**src/rtl/core/armt_pkg.sv**
```systemverilog
// ----------------------------------------------------------------------------
// armt_pkg
// Shared types, codes and widths of the address region match table.
// ----------------------------------------------------------------------------
package armt_pkg;

    // field widths
    localparam int ADDR_W   = 64;
    localparam int CMD_W    = 2;
    localparam int STATUS_W = 3;
    localparam int IDX_W    = 6;

    // default table depth
    localparam int MAX_ENTRIES_DEF = 64;

    // register indexes
    localparam logic REG_MODULE_BASE = 1'b0;

    // command codes
    localparam logic [CMD_W-1:0] CMD_CLEAR  = 2'd0;
    localparam logic [CMD_W-1:0] CMD_LOAD   = 2'd1;
    localparam logic [CMD_W-1:0] CMD_LOOKUP = 2'd2;

    // status codes
    localparam logic [STATUS_W-1:0] ST_CLEARED = 3'd0;
    localparam logic [STATUS_W-1:0] ST_LOADED  = 3'd1;
    localparam logic [STATUS_W-1:0] ST_FULL    = 3'd2;
    localparam logic [STATUS_W-1:0] ST_HIT     = 3'd3;
    localparam logic [STATUS_W-1:0] ST_MISS    = 3'd4;

    // search token passed from cell to cell
    typedef struct packed {
        logic              vld;
        logic              hit;
        logic [IDX_W-1:0]  idx;
        logic [ADDR_W-1:0] start;
        logic [ADDR_W-1:0] size;
        logic [ADDR_W-1:0] target;
    } armt_tok_t;

    // region written into one cell
    typedef struct packed {
        logic [ADDR_W-1:0] start;
        logic [ADDR_W-1:0] size;
    } armt_wr_t;

endpackage

```
**src/rtl/core/armt_cell.sv**
```systemverilog
// ----------------------------------------------------------------------------
// armt_cell
// One table entry; checks the passing search token against its region.
// ----------------------------------------------------------------------------
module armt_cell
    import armt_pkg::*;
#(
    parameter int CELL_INDEX = 0
)
(
    input  logic      clk,
    input  logic      rst_n,
    input  logic      we,
    input  logic      in_use,
    input  armt_wr_t  wr,
    input  armt_tok_t tok_in,
    output armt_tok_t tok_out
);

    logic [ADDR_W-1:0] start_reg;
    logic [ADDR_W-1:0] size_reg;
    logic              covers;
    armt_tok_t         tok_next;
    armt_tok_t         tok_reg;

    // entry storage
    always_ff @(posedge clk)
    begin
        if (we)
        begin
            start_reg <= wr.start;
            size_reg  <= wr.size;
        end
    end

    // inclusive range check, end sum never wraps
    assign covers = (tok_in.target >= start_reg) &&
                    ((tok_in.target - start_reg) <= size_reg);

    // first match claims the token
    always_comb
    begin
        tok_next = tok_in;
        if (tok_in.vld && !tok_in.hit && in_use && covers)
        begin
            tok_next.hit   = 1'b1;
            tok_next.idx   = IDX_W'(CELL_INDEX);
            tok_next.start = start_reg;
            tok_next.size  = size_reg;
        end
    end

    // token register
    always_ff @(posedge clk or negedge rst_n)
    begin
        if (!rst_n)
        begin
            tok_reg <= '0;
        end
        else
        begin
            tok_reg <= tok_next;
        end
    end

    assign tok_out = tok_reg;

endmodule

```
**config.mk**
```make
export PLATFORM = sky130hd
export DESIGN_NAME = armt_cell
export DESIGN_NICKNAME = d
export VERILOG_FILES = /design/src/rtl/core/armt_pkg.sv /design/src/rtl/core/armt_cell.sv
export SDC_FILE = /design/constraint.sdc
export NUM_CORES = 1
export LEC_CHECK = 0
export BUFFER_PORTS_ARGS = -buffer_cell sky130_fd_sc_hd__buf_4
export CORE_ASPECT_RATIO = 1.2
export CORE_MARGIN = 3
export CORE_UTILIZATION = 32
export DETAILED_ROUTE_END_ITERATION = 10
export GPL_ROUTABILITY_DRIVEN = 0
export PLACE_DENSITY = 0.64
export SLEW_MARGIN = 30
export SYNTH_ARGS = -nofsm -noshare
export SYNTH_HDL_FRONTEND = slang
export SYNTH_SLANG_ARGS = --single-unit
```
**constraint.sdc**
```tcl
create_clock -name clk -period 9.5 [get_ports clk]
set_clock_uncertainty 0.05 [all_clocks]
set_input_delay 1.425 -clock clk [delete_from_list [all_inputs] [get_ports clk]]
set_output_delay 1.425 -clock clk [all_outputs]
set_load 0.02 [all_outputs]
```
**After elaboration in Yosys (flattened, before gate mapping)**

Index checks and enable logic that the tools add are counted.

- Add/sub/neg operators: 1
- Order comparisons: 2
- Mux-type cells: 1
- Reductions and logical operators: 5

Operator list:

| kind | count |
|---|---|
| $mux W135 | 1 |
| $ge A64 B64 Y1 | 1 |
| $le A64 B64 Y1 | 1 |
| $sub A64 B64 Y64 | 1 |
| $logic_and A1 B1 Y1 | 4 |
| $logic_not A1 Y1 | 1 |

- Register bits after elaboration: 328
- Bits of input ports: 332
- Output and inout bits: 200
- Logic and storage cells: 17

**Depth between registers and ports, before layout**

Gate-level depths: netlist of the first run.

- Word-level depth: 5
- Gate-level depth with buffers: 27
- Gate-level depth less buffers: 25

**Worst setup path after synthesis of the first run**

OpenSTA, ideal clock, no wires.

- Path kind: input to register
- From: input tok_in[0] (netlist bit)
- To: register tok_reg, in the netlist tok_out[189]
- Library setup time: 128 ps
- Arrival: 6589 ps
- Path slack: 2733 ps
- Stages: 25
- Cell sequence: inv_1 -> ha_1 -> inv_1 -> fa_1 -> a21o_1 -> a311o_1 -> a221oi_2 -> o31ai_1 -> nor4_1 -> nor2_1 -> a2111o_1 -> a31oi_1 -> o21ai_0 -> xor2_1 -> ha_1 -> nand4_1 -> or3_1 -> nor4_1 -> a21oi_1 -> o21ai_0 -> a31oi_1 -> o22ai_4 -> buf_4 -> buf_2 -> mux2_1

RTL lines:

| item | RTL line | text |
|---|---|---|
| from (decl) | armt_cell.sv:16 | `input armt_tok_t tok_in,` |
| to (signal assigned) | armt_cell.sv:62 | `tok_reg <= tok_next;` |
| to (decl) | armt_cell.sv:24 | `armt_tok_t tok_reg;` |

==> results.json, run 1 <==
{
  "drv_slew": 0,
  "die_w_um": 209.8,
  "netlist.area_leader.share": 0.3139,
  "critPathArrivalTime_ns": 8.00,
  "num_io_pins": 532,
  "run_status": "finished clean",
  "grt_remaining_overflow": 0,
  "internal-power_mw": 2.844,
  "p_per_area_mw_per_mm2": 182.0,
  "synth_fa_ha_area_frac": 0.1017,
  "synth_xor_xnor_area_share": 0.03241,
  "detail_route.drc_violations": 0,
  "crit_path_top_delay_cell": "nor4_1",
  "startpoint_type": "primary input",
  "vias_per_cell": 4.827,
  "routed-via-count": 12049,
  "finalCoreUtilization": 0.4440,
  "setup_viol": 0,
  "async_flop_share": 0.6098,
  "crit_fanout": 73,
  "criticalPathCategory": "in -> reg",
  "hold_buffers": 0,
  "rsz0062_at_grt": "no",
  "ys_ff_latch": 328,
  "grt_pass1_vias": 12697,
  "final.setup.tns_ns": 0,
  "synthTopCellsByArea": "dfrtp_1, edfxtp_1, ha_1, mux2_2, inv_1",
  "clk_path_buf_depth": 3,
  "grt_pass1_wl_um": 75410,
  "relSlewSlack": 0.3752,
  "clkSinkCount": 328,
  "fin_cells": 2496,
  "max-vdd-ir-drop_mv": 0.1221,
  "hp-class": "reg -> reg",
  "port-buffer-count": 531,
  "dr.pass1.iters": 5,
  "yosys_warnings": 0,
  "tightestPinTransition_ns": 0.9372,
  "netlist_area_mm2": 0.01594,
  "grt_start_max_net_pins": 74,
  "track_usage": 0.1855,
  "switchingPower_mw": 1.133,
  "coreArea_mm2": 0.04922,
  "dp_hpwl_um": 40470,
  "syn_to_final_growth_pct": 37.06,
  "synthSimpleGateAreaFrac": 0.06757,
  "synth_compound_area_frac": 0.1080,
  "drt-total-wl_um": 50370,
  "p_seq_frac": 0.409,
  "antenna_found_initial": 1,
  "cp_data_required_time_ns": 9.86,
  "seq_area_mm2": 0.008848,
  "cts.clk_slew.worst_paths_ns": 0.06,
  "wl_per_cell_um": 20.18,
  "num-fill-cells": 4605,
  "comb_power_share": 0.237,
  "dieHeight_um": 250.5,
  "synth_top_family_by_area": "compound AO/OA/AOI/OAI gates",
  "p_leak_nw": 10.45,
  "hold_viol_final": 0,
  "drive_gt1_frac": 0.3708,
  "largest_reg_flops": 200,
  "rows": 89,
  "yosys.area.top_type": "dfrtp_1",
  "max_freq_mhz": 130.9,
  "cts_buffers": 36,
  "syn-instance-count": 1291,
  "ctsHtreeMaxLevel": 2,
  "synth_fp_nets": 1752,
  "synth_cell_types": 65,
  "clkPwrFrac": 0.354,
  "ys_seq_area_frac": 0.5550,
  "finalPower_mw": 3.977,
  "clock-root-buffer": "clkbuf_16",
  "synth_area_per_cell_um2": 12.35,
  "yosys_most_used_dff": "dfrtp_1",
  "period_minus_slack_ns": 7.638,
  "clk_latency_ns": 0.54,
  "fin_nets": 2293,
  "period_share": 0.8040,
  "muxShareOfSynthArea": 0.09103,
  "multi_input_area_mm2": 0.006389,
  "drtIter0Drc": 531,
  "start_util": 0.3239,
  "slowest_delay_ns": 0.52,
  "placed_cells": 2430,
  "postCtsSetupRepairBufs": 0,
  "detail-route-antenna-nets": 0,
  "cts_tree": "done",
  "synth_enable_flop_cells": 128,
  "worst_setup_path_end_kind": "flop",
  "die_area_mm2": 0.05255,
  "p_sw_frac": 0.2848,
  "ctsResizeCount": 0,
  "max_cap_viol_count": 0
}
[metal layers]
metal  wire length [um]  up-vias  share of wire  GRT usage
met5                  0        -              0          0
li1                   -     5719              -          -
met4                880        0          0.017    0.04192
met3               3543       57          0.070    0.05011
met2              25710      416           0.51     0.3320
met1              20240     5857           0.40     0.2224
[final timing paths]
| check | endpoint | depth (start not counted) | start | slack [ns] |
|---|---|---|---|---|
| worst max-delay path | tok_out[145] | 25 | tok_in[0] | 1.86 |
| worst min-delay path | tok_out[180] | 1 | start_reg[52] | 0.43 |
| worst max register to register | tok_out[145] | 23 | start_reg[0] | 2.49 |
| worst min register to register | tok_out[180] | 1 | start_reg[52] | 0.43 |
| max in group asynchronous | tok_out[57] | 2 | rst_n | 7.49 |
| min in group asynchronous | tok_out[73] | 1 | rst_n | 0.80 |
[per-stage QoR]
step	area (um^2)	setup slack, ns	hold slack [ns]
finish	21850	1.862	0.4328
global route	21850	1.428	0.4526
CTS	21830	1.943	0.4303
detailed placement	20650	1.376	0.4247
global placement	20650	1.529	0.4238
floorplan	15940	2.733	0.4096
[cells in the final DEF, fill, tap and decap left out, types with 11 or more instances in the layout]
master     count
buf_4        533
dfrtp_1      200
inv_1        143
ha_1         128
edfxtp_1     128
mux2_2        85
a21oi_1       72
a21o_1        64
mux2_1        43
nand2_1       42
nor2_1        38
clkbuf_16     37
o21ai_0       36
xnor2_1       35
nand4_1       35
xor2_1        24
nand3_1       19
a31oi_1       12
nor3_1        11
nor2b_1       11
[power by group through the flow]
stage | registers, mW | logic [mW] | clock network, mW
floorplan | 1.71 | 0.480 | 0
global placement | 1.66 | 0.921 | 0
detailed placement | 1.66 | 0.942 | 0
CTS | 1.63 | 0.948 | 1.45
global route | 1.64 | 1.04 | 1.50
finish | 1.63 | 0.943 | 1.41
[cells by family (layout without fill, tap and decap cells)]
kind of cell,Yosys count,in the layout
other cells,0,1
xor+xnor,59,59
buf+inv,179,746
flops,328,328
compound gates,259,259
fa+ha+maj,129,129
simple gates,208,208
mux,129,129
[cells in the mapped netlist, drive strengths merged, types with 5 or more instances]
cell / instances
o21ai: 38
xor2: 24
dfrtp: 200
nand4: 35
nand2: 42
nand2b: 9
a31o: 5
a21o: 64
and2: 9
a31oi: 12
nand3: 19
nor4: 9
xnor2: 35
o22ai: 5
o21bai: 9
nor2b: 11
o211ai: 7
inv: 143
edfxtp: 128
nor3: 11
or3: 7
clkbuf: 17
o21a: 9
a21oi: 73
ha: 128
mux2: 128
nor2: 38
buf: 19
and3: 8
[layout make-up]
cell class,count,area share
Antenna cell,1,0.0001145
Clock buffer,49,0.04626
Clock inverter,15,0.007730
Inverter,143,0.02456
Multi-Input combinational cell,784,0.2924
Sequential cell,328,0.4049
Tap cell,637,0.03647
Timing Repair Buffer,539,0.1876
[worst max-delay path: cells and delay by family]
family                     cells  cell delay, ns
xor gates and xnor gates       1            0.17
buffers and inverters          4            0.55
adders and majority gates      3            0.87
muxes                          1            0.40
and+or+nand+nor                5            1.60
AOI/OAI and AO/OA             11            2.79
Power figures use the tool's default switching activity.
==> run 2, diff against run 1 <==
--- a/config.mk
+++ b/config.mk
@@ -11,7 +11,7 @@
 export CORE_UTILIZATION = 32
 export DETAILED_ROUTE_END_ITERATION = 10
 export GPL_ROUTABILITY_DRIVEN = 0
-export PLACE_DENSITY = 0.64
+export PLACE_DENSITY = 0.66
 export SLEW_MARGIN = 30
 export SYNTH_ARGS = -nofsm -noshare
 export SYNTH_HDL_FRONTEND = slang
==> constraint.sdc (replaced) <==
create_clock -name clk -period 7 [get_ports clk]
set_clock_uncertainty 0.05 [all_clocks]
set_input_delay 1.05 -clock clk [delete_from_list [all_inputs] [get_ports clk]]
set_output_delay 1.05 -clock clk [all_outputs]
set_load 0.02 [all_outputs]
==> results.json, run 2 (synthesis results as in run 1) <==
{
  "drt-total-wl_um": 50980,
  "dp_hpwl_um": 40960,
  "critPathArrivalTime_ns": 7.07,
  "period_minus_slack_ns": 6.707,
  "worst_setup_path_end_kind": "flop",
  "tightestPinTransition_ns": 0.9268,
  "num-fill-cells": 4570,
  "cts.clk_slew.worst_paths_ns": 0.06,
  "grt_remaining_overflow": 0,
  "whs_ns": 0.4426,
  "hold_viol_final": 0,
  "fin_nets": 2340,
  "largest_reg_flops": 200,
  "max_cap_viol_count": 0,
  "clock-root-buffer": "clkbuf_16",
  "track_usage": 0.1866,
  "start_util": 0.3239,
  "drive_gt1_frac": 0.3858,
  "num_io_pins": 532,
  "detail_route.drc_violations": 0,
  "rsz0062_at_grt": "no",
  "coreArea_mm2": 0.04922,
  "grt_pass1_vias": 13016,
  "detail-route-antenna-nets": 0,
  "p_per_area_mw_per_mm2": 242.2,
  "period_share": 0.9581,
  "multi_input_area_mm2": 0.006415,
  "die_area_mm2": 0.05255,
  "setup_slack_ns": 0.2935,
  "max-vdd-ir-drop_mv": 0.1799,
  "seq_area_mm2": 0.008848,
  "antenna_found_initial": 0,
  "relSlewSlack": 0.3821,
  "drtIter0Drc": 811,
  "vias_per_cell": 4.814,
  "final.setup.tns_ns": 0,
  "holdPathStages": 1,
  "ctsHtreeMaxLevel": 2,
  "grt_pass1_wl_um": 75560,
  "die_w_um": 209.8,
  "worst-r2r-cell-count": 26,
  "layout_commonest_cell": "buf_4",
  "design_area_mm2": 0.02221,
  "run_status": "finished clean",
  "syn_to_final_growth_pct": 39.32,
  "place_ws_ns": -0.4593,
  "port-buffer-count": 531,
  "cts_tree": "done",
  "clk_path_buf_depth": 3,
  "max_freq_mhz": 149.1,
  "dr.pass1.iters": 8,
  "antenna_cells": 0,
  "cp_data_required_time_ns": 7.36,
  "final_cell_mix": "buf_4, dfrtp_1, inv_1, ha_1, edfxtp_1",
  "dpl_cell_area_mm2": 0.02107,
  "crit_fanout": 29,
  "finalPower_mw": 5.381,
  "clk_latency_ns": 0.54,
  "grt_start_max_net_pins": 111,
  "clkSinkCount": 328,
  "p_leak_nw": 10.68,
  "drv_slew": 0,
  "rows": 89,
  "wl_per_cell_um": 20.06,
  "startpoint_type": "primary input",
  "hp-class": "reg -> reg",
  "postCtsSetupRepairBufs": 0,
  "setup_viol": 0,
  "dieHeight_um": 250.5,
  "cts_buffers": 34,
  "routed-via-count": 12236,
  "criticalPathCategory": "in -> reg"
}
[run 2: changes by cell type in the layout (fill, tap and decap cells not counted), sizes merged]
cell,delta
buf,+49
inv,-4
bufinv,-1
clkbuf,+4
clkinv,-1
diode,-1
[run 2: final timing paths]
kind	endpoint	slack [ns]	startpoint
setup / recovery	tok_out[102]	0.29	tok_in[0]
hold / removal	tok_out[166]	0.44	start_reg[38]
setup reg to reg	tok_out[102]	0.58	start_reg[0]
hold reg to reg	tok_out[166]	0.44	start_reg[38]
max in group asynchronous	tok_out[36]	4.99	rst_n
min in group asynchronous	tok_out[69]	0.52	rst_n
[run 2: worst max-delay path, cell delays in order]
cell and delay (ns):
buf_4 0.12, inv_1 0.07, ha_1 0.16, inv_1 0.05, fa_1 0.37, a21o_1 0.20
a311o_1 0.43, a221oi_2 0.27, buf_4 0.17, o31ai_1 0.16, nor4_2 0.31, buf_4 0.18
nor2_1 0.08, a2111o_1 0.43, a31oi_1 0.27, o21ai_0 0.14, xor2_1 0.19, ha_1 0.32
nand4_1 0.13, or3_4 0.41, nor4_4 0.28, a21oi_1 0.10, o21ai_0 0.10, a31oi_1 0.09
o22ai_4 0.20, buf_12 0.18, buf_12 0.21, mux2_2 0.37
[run 2: cell type report]
type	instances	share of cell area
timing repair buffer	588	0.2026
tap	637	0.03588
inverter	143	0.02416
sequential	328	0.3983
multi-input combinational	784	0.2888
clock inverter	9	0.004506
clock buffer	53	0.04574
[run 2: metrics by stage]
step	util	cells
global placement	0.4281	2480
detailed placement	0.4281	2480
floorplan	-	1291
finish	0.4513	2542
global route	0.4513	2542
CTS	0.4508	2542
[run 2: what timing repair did]
action	in CTS	in global routing
hold buffers	0	0
resized for setup	0	4
endpoints found under the setup margin	0	127
[run 2: routing by layer]
layer / wire length (um) / GRT usage
met1: 20610 / 0.2310
met2: 25770 / 0.3301
met3: 3511 / 0.04071
met4: 1093 / 0.04747
met5: 0 / 0
[run 2: power breakdown]
part           switching [mW]  internal (mW)
Clock                   0.763           1.08
Sequential             0.0679           2.14
Combinational           0.710          0.619
